### src/hdl/vbf_pkg.sv
package vbf_pkg;

    localparam int DIM_W      = 9;
    localparam int OFF_W      = 8;
    localparam int MAX_DIM    = 256;
    localparam int FRAC_BITS  = 8;
    localparam int SUM_W      = 38;
    localparam int CNT_W      = 25;
    localparam int RMSE_W     = 15;
    localparam int CFG_IDX_W  = 2;
    localparam int DIST_W     = $clog2(MAX_DIM / 2);
    localparam int SQ_W       = 2 * DIST_W;
    localparam int DIV_W      = SUM_W + 2 * FRAC_BITS;
    localparam int ROOT_IN_W  = 2 * RMSE_W;

    localparam logic [DIM_W-1:0]  DIM_RESET = DIM_W'(256);
    localparam logic [RMSE_W-1:0] RMSE_MAX  = '1;

    typedef enum logic [CFG_IDX_W-1:0] {
        CFG_LENGTH = 2'd0,
        CFG_WIDTH  = 2'd1,
        CFG_HEIGHT = 2'd2
    } t_cfg_idx;

    typedef enum logic [2:0] {
        ST_IDLE,
        ST_SQUARE,
        ST_SNAP,
        ST_DIV,
        ST_ROOT,
        ST_OUT
    } t_state;

    typedef struct packed {
        logic start;
        logic clear;
    } t_acc_ctl;

    typedef struct packed {
        logic             done;
        logic [SUM_W-1:0] sum;
        logic [CNT_W-1:0] count;
    } t_acc_stat;

endpackage

### src/hdl/voxel_box_face_rmse_core.sv
// Box-face distance RMS core. Each occupied voxel inside the configured box adds the square
// of its face distance less one (floored at zero) to a running sum and bumps a count; the
// request flagged last_voxel returns count, sum and floor(sqrt(sum/count) * 256), saturated
// at 32767 and zero for an empty box, then clears the sum and the count. A voxel request
// holds the core as the bit-serial squarer takes one bit of the 7-bit distance per cycle,
// then accumulates and returns to idle. A last voxel goes on through a snapshot state,
// the restoring divider (one quotient bit of the 54-bit scaled sum per cycle, then a done
// strobe), the digit-serial root (15 result bits, then a done strobe) and an output state
// that loads the result register once it is free or being read. The result register lets
// new voxels enter while a result waits. The user must write box registers through the
// cfg port only while the core is idle; the core does not enforce it.
module voxel_box_face_rmse_core (
    input  logic                           i_clk,
    input  logic                           i_rst_n,
    input  logic                           i_cfg_we,
    input  logic [vbf_pkg::CFG_IDX_W-1:0]  i_cfg_idx,
    input  logic [vbf_pkg::DIM_W-1:0]      i_cfg_data,
    input  logic                           i_in_valid,
    output logic                           o_in_ready,
    input  logic [vbf_pkg::OFF_W-1:0]      i_off_x,
    input  logic [vbf_pkg::OFF_W-1:0]      i_off_y,
    input  logic [vbf_pkg::OFF_W-1:0]      i_off_z,
    input  logic                           i_occupied,
    input  logic                           i_last_voxel,
    output logic                           o_out_valid,
    input  logic                           i_out_ready,
    output logic [vbf_pkg::RMSE_W-1:0]     o_rmse_q8,
    output logic [vbf_pkg::CNT_W-1:0]      o_voxel_count,
    output logic [vbf_pkg::SUM_W-1:0]      o_square_sum
);

    localparam int DIV_W  = vbf_pkg::DIV_W;
    localparam int IN_W   = vbf_pkg::ROOT_IN_W;

    vbf_pkg::t_state    r_state, n_state;
    vbf_pkg::t_acc_ctl  w_acc_ctl;
    vbf_pkg::t_acc_stat w_acc_stat;

    logic [vbf_pkg::DIM_W-1:0]  r_dim_x, r_dim_y, r_dim_z;
    logic                       r_last;
    logic                       r_over;
    logic [vbf_pkg::SUM_W-1:0]  r_snap_sum;
    logic [vbf_pkg::CNT_W-1:0]  r_snap_cnt;
    logic                       r_out_valid;
    logic [vbf_pkg::RMSE_W-1:0] r_rmse;
    logic [vbf_pkg::CNT_W-1:0]  r_count;
    logic [vbf_pkg::SUM_W-1:0]  r_sum;

    logic                       w_accept, w_div_start, w_div_done, w_root_start, w_root_done;
    logic                       w_out_load;
    logic [DIV_W-1:0]           w_quo;
    logic [vbf_pkg::RMSE_W-1:0] w_root;

    always_ff @(posedge i_clk) begin
        if (!i_rst_n) begin
            r_dim_x <= vbf_pkg::DIM_RESET;
            r_dim_y <= vbf_pkg::DIM_RESET;
            r_dim_z <= vbf_pkg::DIM_RESET;
        end else if (i_cfg_we) begin
            unique case (i_cfg_idx)
                vbf_pkg::CFG_LENGTH: r_dim_x <= i_cfg_data;
                vbf_pkg::CFG_WIDTH:  r_dim_y <= i_cfg_data;
                vbf_pkg::CFG_HEIGHT: r_dim_z <= i_cfg_data;
                default: ;
            endcase
        end
    end

    always_ff @(posedge i_clk) begin
        if (!i_rst_n) begin
            r_state <= vbf_pkg::ST_IDLE;
        end else begin
            r_state <= n_state;
        end
    end

    always_comb begin
        n_state = r_state;
        unique case (r_state)
            vbf_pkg::ST_IDLE: begin
                if (i_in_valid) n_state = vbf_pkg::ST_SQUARE;
            end
            vbf_pkg::ST_SQUARE: begin
                if (w_acc_stat.done) n_state = r_last ? vbf_pkg::ST_SNAP : vbf_pkg::ST_IDLE;
            end
            vbf_pkg::ST_SNAP: begin
                n_state = vbf_pkg::ST_DIV;
            end
            vbf_pkg::ST_DIV: begin
                if (w_div_done) n_state = vbf_pkg::ST_ROOT;
            end
            vbf_pkg::ST_ROOT: begin
                if (w_root_done) n_state = vbf_pkg::ST_OUT;
            end
            vbf_pkg::ST_OUT: begin
                if (!r_out_valid || i_out_ready) n_state = vbf_pkg::ST_IDLE;
            end
            default: n_state = vbf_pkg::ST_IDLE;
        endcase
    end

    always_comb begin
        o_in_ready      = (r_state == vbf_pkg::ST_IDLE);
        w_accept        = o_in_ready && i_in_valid;
        w_acc_ctl.start = w_accept;
        w_acc_ctl.clear = (r_state == vbf_pkg::ST_SNAP);
        w_div_start     = (r_state == vbf_pkg::ST_SNAP);
        w_root_start    = (r_state == vbf_pkg::ST_DIV) && w_div_done;
        w_out_load      = (r_state == vbf_pkg::ST_OUT) && (!r_out_valid || i_out_ready);
    end

    always_ff @(posedge i_clk) begin
        if (w_accept) begin
            r_last <= i_last_voxel;
        end
        if (w_div_start) begin
            r_snap_sum <= w_acc_stat.sum;
            r_snap_cnt <= w_acc_stat.count;
        end
        if (w_root_start) begin
            r_over <= |w_quo[DIV_W-1:IN_W];
        end
        if (w_out_load) begin
            r_count <= r_snap_cnt;
            r_sum   <= r_snap_sum;
            if (r_snap_cnt == '0) begin
                r_rmse <= '0;
            end else begin
                r_rmse <= r_over ? vbf_pkg::RMSE_MAX : w_root;
            end
        end
    end

    always_ff @(posedge i_clk) begin
        if (!i_rst_n) begin
            r_out_valid <= 1'b0;
        end else if (w_out_load) begin
            r_out_valid <= 1'b1;
        end else if (i_out_ready) begin
            r_out_valid <= 1'b0;
        end
    end

    vbf_accum u_accum (
        .i_clk      (i_clk),
        .i_rst_n    (i_rst_n),
        .i_ctl      (w_acc_ctl),
        .i_off_x    (i_off_x),
        .i_off_y    (i_off_y),
        .i_off_z    (i_off_z),
        .i_occupied (i_occupied),
        .i_dim_x    (r_dim_x),
        .i_dim_y    (r_dim_y),
        .i_dim_z    (r_dim_z),
        .o_stat     (w_acc_stat)
    );

    vbf_div u_div (
        .i_clk   (i_clk),
        .i_rst_n (i_rst_n),
        .i_start (w_div_start),
        .i_num   ({w_acc_stat.sum, (2 * vbf_pkg::FRAC_BITS)'(0)}),
        .i_den   (w_acc_stat.count),
        .o_done  (w_div_done),
        .o_quo   (w_quo)
    );

    vbf_isqrt u_isqrt (
        .i_clk   (i_clk),
        .i_rst_n (i_rst_n),
        .i_start (w_root_start),
        .i_rad   (w_quo[IN_W-1:0]),
        .o_done  (w_root_done),
        .o_root  (w_root)
    );

    assign o_out_valid   = r_out_valid;
    assign o_rmse_q8     = r_rmse;
    assign o_voxel_count = r_count;
    assign o_square_sum  = r_sum;

endmodule

### src/hdl/vbf_accum.sv
module vbf_accum (
    input  logic                       i_clk,
    input  logic                       i_rst_n,
    input  vbf_pkg::t_acc_ctl          i_ctl,
    input  logic [vbf_pkg::OFF_W-1:0]  i_off_x,
    input  logic [vbf_pkg::OFF_W-1:0]  i_off_y,
    input  logic [vbf_pkg::OFF_W-1:0]  i_off_z,
    input  logic                       i_occupied,
    input  logic [vbf_pkg::DIM_W-1:0]  i_dim_x,
    input  logic [vbf_pkg::DIM_W-1:0]  i_dim_y,
    input  logic [vbf_pkg::DIM_W-1:0]  i_dim_z,
    output vbf_pkg::t_acc_stat         o_stat
);

    localparam int DIM_W  = vbf_pkg::DIM_W;
    localparam int DIST_W = vbf_pkg::DIST_W;
    localparam int SQ_W   = vbf_pkg::SQ_W;
    localparam int SUM_W  = vbf_pkg::SUM_W;
    localparam int CNT_W  = vbf_pkg::CNT_W;
    localparam int STEP_W = (DIST_W > 1) ? $clog2(DIST_W) : 1;
    localparam logic [DIM_W-1:0] MAX_D = DIM_W'(vbf_pkg::MAX_DIM);

    function automatic logic [DIM_W-1:0] f_min(input logic [DIM_W-1:0] a,
                                               input logic [DIM_W-1:0] b);
        return (a < b) ? a : b;
    endfunction

    function automatic logic [DIM_W-1:0] f_eff(input logic [DIM_W-1:0] dim);
        return (dim > MAX_D) ? MAX_D : dim;
    endfunction

    logic [DIM_W-1:0]  w_lx, w_ly, w_lz;
    logic [DIM_W-1:0]  w_x, w_y, w_z;
    logic [DIM_W-1:0]  w_near;
    logic [DIST_W-1:0] w_d, w_dred;
    logic              w_hit;
    logic [SUM_W:0]    w_sum_ext;

    logic              r_busy, r_fin, r_hit;
    logic [STEP_W-1:0] r_step;
    logic [SQ_W-1:0]   r_mcand, r_prod;
    logic [DIST_W-1:0] r_mplier;
    logic [SUM_W-1:0]  r_sum;
    logic [CNT_W-1:0]  r_count;

    always_comb begin
        w_lx   = f_eff(i_dim_x);
        w_ly   = f_eff(i_dim_y);
        w_lz   = f_eff(i_dim_z);
        w_x    = DIM_W'(i_off_x);
        w_y    = DIM_W'(i_off_y);
        w_z    = DIM_W'(i_off_z);
        w_hit  = i_occupied && (w_x < w_lx) && (w_y < w_ly) && (w_z < w_lz);
        w_near = f_min(f_min(f_min(w_x, w_lx - DIM_W'(1) - w_x),
                             f_min(w_y, w_ly - DIM_W'(1) - w_y)),
                       f_min(w_z, w_lz - DIM_W'(1) - w_z));
        w_d    = w_near[DIST_W-1:0];
        w_dred = (w_d == '0) ? '0 : w_d - DIST_W'(1);
        w_sum_ext = {1'b0, r_sum} + (SUM_W+1)'(r_prod);
    end

    // shift-add squarer, one multiplier bit per cycle
    always_ff @(posedge i_clk) begin
        if (!i_rst_n) begin
            r_busy  <= 1'b0;
            r_fin   <= 1'b0;
            r_sum   <= '0;
            r_count <= '0;
        end else begin
            r_fin <= 1'b0;
            if (i_ctl.start) begin
                r_busy <= 1'b1;
            end else if (r_busy && r_step == STEP_W'(DIST_W - 1)) begin
                r_busy <= 1'b0;
                r_fin  <= 1'b1;
            end
            if (i_ctl.clear) begin
                r_sum   <= '0;
                r_count <= '0;
            end else if (r_fin && r_hit) begin
                r_sum   <= w_sum_ext[SUM_W] ? '1 : w_sum_ext[SUM_W-1:0];
                r_count <= (r_count == '1) ? r_count : r_count + CNT_W'(1);
            end
        end
    end

    always_ff @(posedge i_clk) begin
        if (i_ctl.start) begin
            r_hit    <= w_hit;
            r_mcand  <= SQ_W'(w_dred);
            r_mplier <= w_dred;
            r_prod   <= '0;
            r_step   <= '0;
        end else if (r_busy) begin
            if (r_mplier[0]) begin
                r_prod <= r_prod + r_mcand;
            end
            r_mcand  <= r_mcand << 1;
            r_mplier <= r_mplier >> 1;
            r_step   <= r_step + STEP_W'(1);
        end
    end

    assign o_stat.done  = r_fin;
    assign o_stat.sum   = r_sum;
    assign o_stat.count = r_count;

endmodule

### src/hdl/vbf_div.sv
module vbf_div (
    input  logic                       i_clk,
    input  logic                       i_rst_n,
    input  logic                       i_start,
    input  logic [vbf_pkg::DIV_W-1:0]  i_num,
    input  logic [vbf_pkg::CNT_W-1:0]  i_den,
    output logic                       o_done,
    output logic [vbf_pkg::DIV_W-1:0]  o_quo
);

    localparam int DIV_W  = vbf_pkg::DIV_W;
    localparam int CNT_W  = vbf_pkg::CNT_W;
    localparam int STEP_W = $clog2(DIV_W);

    logic [CNT_W:0]    w_part;
    logic              w_ge;
    logic [CNT_W:0]    w_diff;

    logic              r_busy, r_done;
    logic [STEP_W-1:0] r_step;
    logic [CNT_W-1:0]  r_rem, r_den;
    logic [DIV_W-1:0]  r_quo;

    always_comb begin
        w_part = {r_rem, r_quo[DIV_W-1]};
        w_ge   = w_part >= {1'b0, r_den};
        w_diff = w_part - {1'b0, r_den};
    end

    // restoring division, one quotient bit per cycle
    always_ff @(posedge i_clk) begin
        if (!i_rst_n) begin
            r_busy <= 1'b0;
            r_done <= 1'b0;
        end else begin
            r_done <= 1'b0;
            if (i_start) begin
                r_busy <= 1'b1;
            end else if (r_busy && r_step == STEP_W'(DIV_W - 1)) begin
                r_busy <= 1'b0;
                r_done <= 1'b1;
            end
        end
    end

    always_ff @(posedge i_clk) begin
        if (i_start) begin
            r_rem  <= '0;
            r_den  <= i_den;
            r_quo  <= i_num;
            r_step <= '0;
        end else if (r_busy) begin
            r_rem  <= w_ge ? w_diff[CNT_W-1:0] : w_part[CNT_W-1:0];
            r_quo  <= {r_quo[DIV_W-2:0], w_ge};
            r_step <= r_step + STEP_W'(1);
        end
    end

    assign o_done = r_done;
    assign o_quo  = r_quo;

endmodule

### src/hdl/vbf_isqrt.sv
module vbf_isqrt (
    input  logic                           i_clk,
    input  logic                           i_rst_n,
    input  logic                           i_start,
    input  logic [vbf_pkg::ROOT_IN_W-1:0]  i_rad,
    output logic                           o_done,
    output logic [vbf_pkg::RMSE_W-1:0]     o_root
);

    localparam int IN_W   = vbf_pkg::ROOT_IN_W;
    localparam int R_W    = vbf_pkg::RMSE_W;
    localparam int REM_W  = R_W + 1;
    localparam int STEP_W = $clog2(R_W);

    logic [REM_W+1:0]  w_part, w_trial, w_diff;
    logic              w_ge;

    logic              r_busy, r_done;
    logic [STEP_W-1:0] r_step;
    logic [IN_W-1:0]   r_rad;
    logic [REM_W-1:0]  r_rem;
    logic [R_W-1:0]    r_root;

    always_comb begin
        w_part  = {r_rem, r_rad[IN_W-1 -: 2]};
        w_trial = (REM_W+2)'({r_root, 2'b01});
        w_ge    = w_part >= w_trial;
        w_diff  = w_part - w_trial;
    end

    // digit-by-digit root, two radicand bits per cycle
    always_ff @(posedge i_clk) begin
        if (!i_rst_n) begin
            r_busy <= 1'b0;
            r_done <= 1'b0;
        end else begin
            r_done <= 1'b0;
            if (i_start) begin
                r_busy <= 1'b1;
            end else if (r_busy && r_step == STEP_W'(R_W - 1)) begin
                r_busy <= 1'b0;
                r_done <= 1'b1;
            end
        end
    end

    always_ff @(posedge i_clk) begin
        if (i_start) begin
            r_rad  <= i_rad;
            r_rem  <= '0;
            r_root <= '0;
            r_step <= '0;
        end else if (r_busy) begin
            r_rad  <= r_rad << 2;
            r_rem  <= w_ge ? w_diff[REM_W-1:0] : w_part[REM_W-1:0];
            r_root <= {r_root[R_W-2:0], w_ge};
            r_step <= r_step + STEP_W'(1);
        end
    end

    assign o_done = r_done;
    assign o_root = r_root;

endmodule

### config.mk
export PLATFORM = sky130hd
export DESIGN_NAME = voxel_box_face_rmse_core
export DESIGN_NICKNAME = d
export VERILOG_FILES = /design/src/hdl/vbf_pkg.sv /design/src/hdl/voxel_box_face_rmse_core.sv /design/src/hdl/vbf_accum.sv /design/src/hdl/vbf_div.sv /design/src/hdl/vbf_isqrt.sv
export SDC_FILE = /design/constraint.sdc
export NUM_CORES = 1
export LEC_CHECK = 0
export ABC_AREA = 1
export BUFFER_PORTS_ARGS = -buffer_cell sky130_fd_sc_hd__buf_2
export CORE_MARGIN = 2
export CORE_UTILIZATION = 45
export CTS_CLUSTER_DIAMETER = 120
export DETAILED_ROUTE_END_ITERATION = 8
export GPL_TIMING_DRIVEN = 0
export MAX_ROUTING_LAYER = met4
export SLEW_MARGIN = 5
export SYNTH_ARGS = -nofsm -noshare
export SYNTH_HDL_FRONTEND = slang
export SYNTH_SLANG_ARGS = --single-unit
### constraint.sdc
create_clock -name i_clk -period 8.6 [get_ports i_clk]
set_clock_uncertainty 0.15 [all_clocks]
set_input_delay 1.72 -clock i_clk [delete_from_list [all_inputs] [get_ports i_clk]]
set_output_delay 1.72 -clock i_clk [all_outputs]
set_load 0.005 [all_outputs]
# Word level (Yosys, flattened, before mapping)
# Cells that the tools add are included.
[totals]
output_inout_bits = 80
memories = 0
ff_bits = 432
word_cells = 152
ram_bits = 0
latch_bits = 0
input_bits = 42
romBits = 0
[op_classes]
n_addsub = 15
n_div = 0
shifts = 0
mux = 39
n_mul = 0
magnitude_cmp = 13
reduce_logical = 33
eq_ne = 16
bitwise_logic = 2
[op_table]
columns = ["operator", "count"]
rows = [
  ["54-bit two-way mux", 2],
  ["9-bit two-way mux", 7],
  ["30-bit two-way mux", 2],
  ["8-bit by 9-bit less-than comparator with 1-bit output", 6],
  ["7-bit two-way mux", 6],
  ["38-bit by 14-bit adder with 39-bit output", 1],
  ["38-bit two-way mux", 1],
  ["9-bit greater-than comparator (second input constant)", 3],
  ["9-bit by 1-bit subtractor with 9-bit output (second input constant)", 3],
  ["9-bit by 8-bit subtractor with 9-bit output", 3],
  ["26-bit by 25-bit >= comparator with 1-bit output", 1],
  ["25-bit by 1-bit adder with 25-bit output (second input constant)", 1],
  ["25-bit equality test (second input constant)", 1],
  ["25-bit logical NOT", 1],
  ["25-bit two-way mux", 1],
  ["25-bit subtractor", 1],
  ["24-bit OR reduction", 1],
  ["18-bit by 17-bit >= comparator with 1-bit output", 1],
  ["9-bit less-than comparator", 2],
  ["3-bit one-hot mux with 6 select lines", 1],
  ["16-bit two-way mux", 1],
  ["16-bit subtractor", 1],
  ["15-bit two-way mux", 1],
  ["3-bit two-way mux", 5],
  ["27 further kinds", 65],
]

# Longest topological paths before layout
[depth]
word_depth = 13
mapped_depth = 53
mapped_depth_nobuf = 50

# Hierarchy
# A second synthesis with hierarchy kept.
[unflattened]
cells_unflattened = 3074
hier_area_um2 = 25225.4
[modules_own_cells]
columns = ["module", "area_per_inst_um2", "cells_each", "seq_area_each_um2", "instances"]
rows = [
  ["vbf_accum", 8909.8, 1284, 2232.1, 1],
  ["vbf_div", 6608.8, 889, 3032.9, 1],
  ["voxel_box_face_rmse_core", 5869.4, 379, 4914.7, 1],
  ["vbf_isqrt", 3837.4, 522, 1641.6, 1],
]

# Worst setup path before layout
# OpenSTA, ideal clock, no wires.
[synth_timing]
path_kind = "input to register"
start = "input port i_off_y[0] (netlist name)"
end = "register u_accum.r_mcand[4], data pin"
slack_ns = 1.155
n_path_buf = 2
setup_ns = 0.252
arrival_time_ns = 7.042
t_required_ns = 8.198
cell_stages = 41
path_cell_list = "inv_1 -> ha_1 -> fa_1 -> nand2_1 -> nand2_1 -> and2_4 -> xnor2_1 -> ha_1 -> nand2_1 -> inv_1 -> nand3_1 -> nand3_1 -> a21oi_1 -> nand2_1 -> nand2_2 -> nand2_4 -> nand2_4 -> clkinv_1 -> (+5 left out) -> nand2_2 -> buf_6 -> o21ai_1 -> inv_1 -> ha_1 -> nand2_1 -> nor2_1 -> a211oi_1 -> o221a_2 -> clkbuf_4 -> nand3_4 -> nand2_4 -> ha_1 -> inv_1 -> o21ai_0 -> nand2_1 -> nand2_2 -> nand2_1"
[synth_between]
elab_chain_cells = 10
elab_cells_between_ends = 11
cone_classes = "add/sub (2); order compare (3); mux (5); reduce/logical (1)"
[synth_lines]
columns = ["element", "line_no", "source"]
rows = [
  ["from (decl)", "voxel_box_face_rmse_core.sv:21", "input logic [vbf_pkg::OFF_W-1:0] i_off_y,"],
  ["9-bit by 8-bit subtractor with 9-bit output", "vbf_accum.sv:55", "f_min(w_y, w_ly - DIM_W'(1) - w_y)),"],
  ["8-bit by 9-bit less-than comparator with 1-bit output", "vbf_accum.sv:25", "return (a < b) ? a : b;"],
  ["9-bit two-way mux (*)", "vbf_accum.sv:25", ""],
  ["9-bit less-than comparator", "vbf_accum.sv:25", ""],
  ["9-bit two-way mux (*)", "vbf_accum.sv:25", ""],
  ["9-bit less-than comparator", "vbf_accum.sv:25", ""],
  ["7-bit two-way mux (*)", "vbf_accum.sv:25", ""],
  ["7-bit by 1-bit subtractor with 7-bit output or 7-bit logical NOT (tied branches)", "vbf_accum.sv:58", "w_dred = (w_d == '0) ? '0 : w_d - DIST_W'(1);"],
  ["7-bit two-way mux (*)", "vbf_accum.sv:58", ""],
  ["7-bit two-way mux (*)", "vbf_accum.sv:88", "if (i_ctl.start) begin"],
  ["to (signal assigned)", "vbf_accum.sv:90", "r_mcand <= SQ_W'(w_dred);"],
  ["to (signal assigned)", "vbf_accum.sv:98", "r_mcand <= r_mcand << 1;"],
  ["to (decl)", "vbf_accum.sv:41", "logic [SQ_W-1:0] r_mcand, r_prod;"],
]
# Every way passes the cells marked *; elsewhere a longest branch is shown, timed or not.
# A chain may end at the register's enable or synchronous reset.

# Worst setup path in the final report
[layout_timing]
start = "input port i_off_y[0] (netlist name)"
end = "register u_accum.r_mplier[4], data pin"
[layout_between]
elab_chain_cells = 10
elab_cells_between_ends = 11
cone_classes = "add/sub (2); order compare (3); mux (5); reduce/logical (1)"
[layout_lines]
columns = ["element", "line_no", "source"]
rows = [
  ["9-bit by 8-bit subtractor with 9-bit output", "vbf_accum.sv:55", ""],
  ["8-bit by 9-bit less-than comparator with 1-bit output", "vbf_accum.sv:25", ""],
  ["9-bit two-way mux (*)", "vbf_accum.sv:25", ""],
  ["9-bit less-than comparator", "vbf_accum.sv:25", ""],
  ["9-bit two-way mux (*)", "vbf_accum.sv:25", ""],
  ["9-bit less-than comparator", "vbf_accum.sv:25", ""],
  ["7-bit two-way mux (*)", "vbf_accum.sv:25", ""],
  ["7-bit by 1-bit subtractor with 7-bit output or 7-bit logical NOT (tied branches)", "vbf_accum.sv:58", ""],
  ["7-bit two-way mux (*)", "vbf_accum.sv:58", ""],
  ["7-bit two-way mux (*)", "vbf_accum.sv:88", ""],
  ["to (signal assigned)", "vbf_accum.sv:91", "r_mplier <= w_dred;"],
  ["to (signal assigned)", "vbf_accum.sv:99", "r_mplier <= r_mplier >> 1;"],
  ["to (decl)", "vbf_accum.sv:42", "logic [DIST_W-1:0] r_mplier;"],
]
# Marks and branches as above.

==> results.ini <==
[sta]
rsz0062_at_grt = false
max_freq_ghz = 0.126
finalCriticalPeriod_ns = 7.91
setup_violations = 0
hold_violations = 0
slew_headroom = 0.182
drv_slew = 0
worst-slew-pin-transition_ns = 1.22
post-route-period-util = 0.919

[grt]
grt_pass1_wl_um = 90000
grt_pass1_vias = 17800
overflow = 0
grtUsageTotal = 0.219
grt_start_max_net_pins = 42
antenna_found_initial = 0

[finish]
multi_input_area_um2 = 9890
final_common_cell = nand2_1
register_area_um2 = 10900
syn2layout_area_growth_pct = 13.7
layout-drive-gt1-share = 0.0925
fillers = 4685
final_nets = 3016
n_antenna_cell = 0
layout_common_cells = nand2_1 (506), inv_1 (425), edfxtp_1 (226), dfxtp_1 (206), o21ai_0 (199)
design_area_um2 = 25800

[route]
post_drt_wl_per_cell_um = 15.8
viasPerCell = 5.15
drc = 0
routed_wl_um = 55700
first_pass_iters = 6
dr_total_vias = 18100
ant_nets = 0
drt_iter0_drc = 1236

[floorplanning]
chipHeight_um = 229
die_x_um = 229
io_pins = 122
rows = 82
die-area_um2 = 52200
core_um2 = 50000
initial_core_util = 0.454

[synth]
ys_warn_count = 0
synthSimpleGateAreaFrac = 0.173
syn-mean-instance-area_um2 = 8.63
synthAdderAreaFrac = 0.0941
muxShareOfSynthArea = 0.000882
synth-seq-area-share = 0.481
synth_top_cells_by_area = edfxtp_1 (30%), dfxtp_1 (18%), ha_1 (8.9%), nand2_1 (8.4%), inv_1 (7.0%)
async_reset_ff_frac = 0
synth-compound-area-share = 0.135
synth_edf_count = 226
yosys.area_share.xor_xnor = 0.0316
synth_top_family_by_area = simple AND/OR/NAND/NOR gates
synth_seq_cells = 432
synth_top_area_cell = edfxtp_1
synthFlopType = edfxtp_1
synth_top_area_frac = 0.299
yosysUniqueCellTypes = 65
syn_inst = 2631
syn_area_um2 = 22700

[place]
dp_hpwl_um = 42200
gp_congestion = 0.922
io_buffers = 121
placed_area_um2 = 24300

[critical_path]
worstPathArrival_ns = 8.09
crit_path_end_kind = flip-flop
startpoint_type = primary input
crit_top_cell = nand2_1
critical_path_required_ns = 8.78
cp_slowest_cell = fa_1
max_stage_delay_ns = 0.41
critPathMaxFanout = 10
path_class = primary input to flip-flop

[min_path]
min_path_type = flip-flop to flip-flop

[clocking]
h-tree-depth = 2
cts_buffer_depth = 3
clk_pin_slew_ns = 0.06
cts_made_buffers = 46
cts-root-buf = clkbuf_16
clock_latency_ns = 0.57
cts-hold-fix-buffers = 0
numClockSinks = 432
cts_tree = yes

[power_and_ir_drop]
power.density_nw_per_um2 = 258
p_leak_nw = 11.5
finalPower_w = 0.00666
peakVddDrop_mv = 0.136

[run]
drv_cap = 0

[run_status]
status = complete, no violations

[synth_stat cells, drive strengths merged (3+ instances only)]
library cell and instances:
edfxtp 226, o22ai 28, or2 5, nand3 67, a31oi 11, nand3b 7
nand4 28, nor3b 3, nand2 539, nor3 37, xor2 51, clkinv 6
nor2 190, a32o 7, a211oi 9, fa 6, o211ai 14, and2 3
o21ai 220, a21oi 172, inv 431, o21bai 15, nor4 32, clkbuf 52
o21a 6, xnor2 31, dfxtp 206, a22oi 29, buf 10, ha 161
o221ai 7
[power breakdown]
| part | switching (W) | leakage (nW) | total, W | internal [W] |
|---|---|---|---|---|
| logic | 0.00122 | 6.98 | 0.00187 | 0.000645 |
| clock network | 0.000817 | 0.750 | 0.00203 | 0.00121 |
| registers | 0.000187 | 3.72 | 0.00277 | 0.00258 |
[metrics by stage]
| step | hold WS, ns | TNS (ns) | instances | setup slack (ns) | utilization |
|---|---|---|---|---|---|
| detailed placement | 0.255 | -0.0972 | 3431 | -0.0534 | 0.486 |
| floorplan | 0.250 | 0 | 2633 | 1.16 | - |
| global route | 0.274 | 0 | 3516 | 0.0804 | 0.516 |
| finish | 0.268 | 0 | 3516 | 0.693 | 0.516 |
| global placement | 0.255 | 0 | 3426 | 0.0608 | 0.483 |
| CTS | 0.269 | 0 | 3516 | 0.560 | 0.516 |
[final timing paths]
kind | to | startpoint | slack, ns | cells past startpoint
min | o_square_sum[23] | r_snap_sum[23] | 0.27 | 0
min reg2reg | o_square_sum[23] | r_snap_sum[23] | 0.27 | 0
max reg2reg | u_accum.r_mplier[4] | r_dim_y[3] | 1.08 | 43
max | u_accum.r_mplier[4] | i_off_y[0] | 0.69 | 42
[repair_timing]
action / 4_1_cts / 5_1_grt
hold endpoints to repair: 0 / 0
gates resized for setup: 0 / 2
setup buffers: 0 / 0
endpoints found under the setup margin: 0 / 2
[per-layer routing]
layer  GRT usage  wire [um]
met5           -          0
met3      0.0313       2510
met4      0.0833       2040
met1       0.270      24600
met2       0.364      26600
[worst max-delay path, delay by kind of cell]
kind | cells | cell delay [ns]
AO/OA/AOI/OAI | 9 | 1.94
adder cells (fa/ha/maj) | 6 | 1.70
AND/OR/NAND/NOR | 18 | 1.54
XOR/XNOR | 1 | 0.22
buffers and inverters | 8 | 0.93
[flip-flops by register name (all words and copies together), names as in the netlist, 6 cells and up]
name,cells
u_accum.r_mplier,7
u_isqrt.r_rad,30
u_div.o_quo,54
o_voxel_count,25
r_snap_sum,38
u_div.r_den,25
u_accum.r_mcand,14
r_dim_x,9
o_square_sum,38
u_div.r_rem,25
u_isqrt.r_rem,16
r_dim_z,9
r_dim_y,9
u_isqrt.o_root,15
u_accum.r_count,25
u_accum.r_sum,38
u_accum.r_prod,14
o_rmse_q8,15
u_div.r_step,6
[cells by family after synthesis]
logic type / after synthesis
AOI/OAI and AO/OA: 534
adders and majority gates: 167
xor gates and xnor gates: 82
buffers and inverters: 499
and+or+nand+nor: 913
muxes: 2
DFF: 432
other: 2
[area by class of cell]
type                       instances  share of cell area
clock buffer                      65              0.0506
sequential                       432               0.423
multi-input combinational       1702               0.383
inverter                         437              0.0638
buffer                            62              0.0105
clock inverter                    20             0.00892
timing repair buffer             126              0.0274
tap                              672              0.0326
No activity file was read; power rests on OpenSTA's default activity.
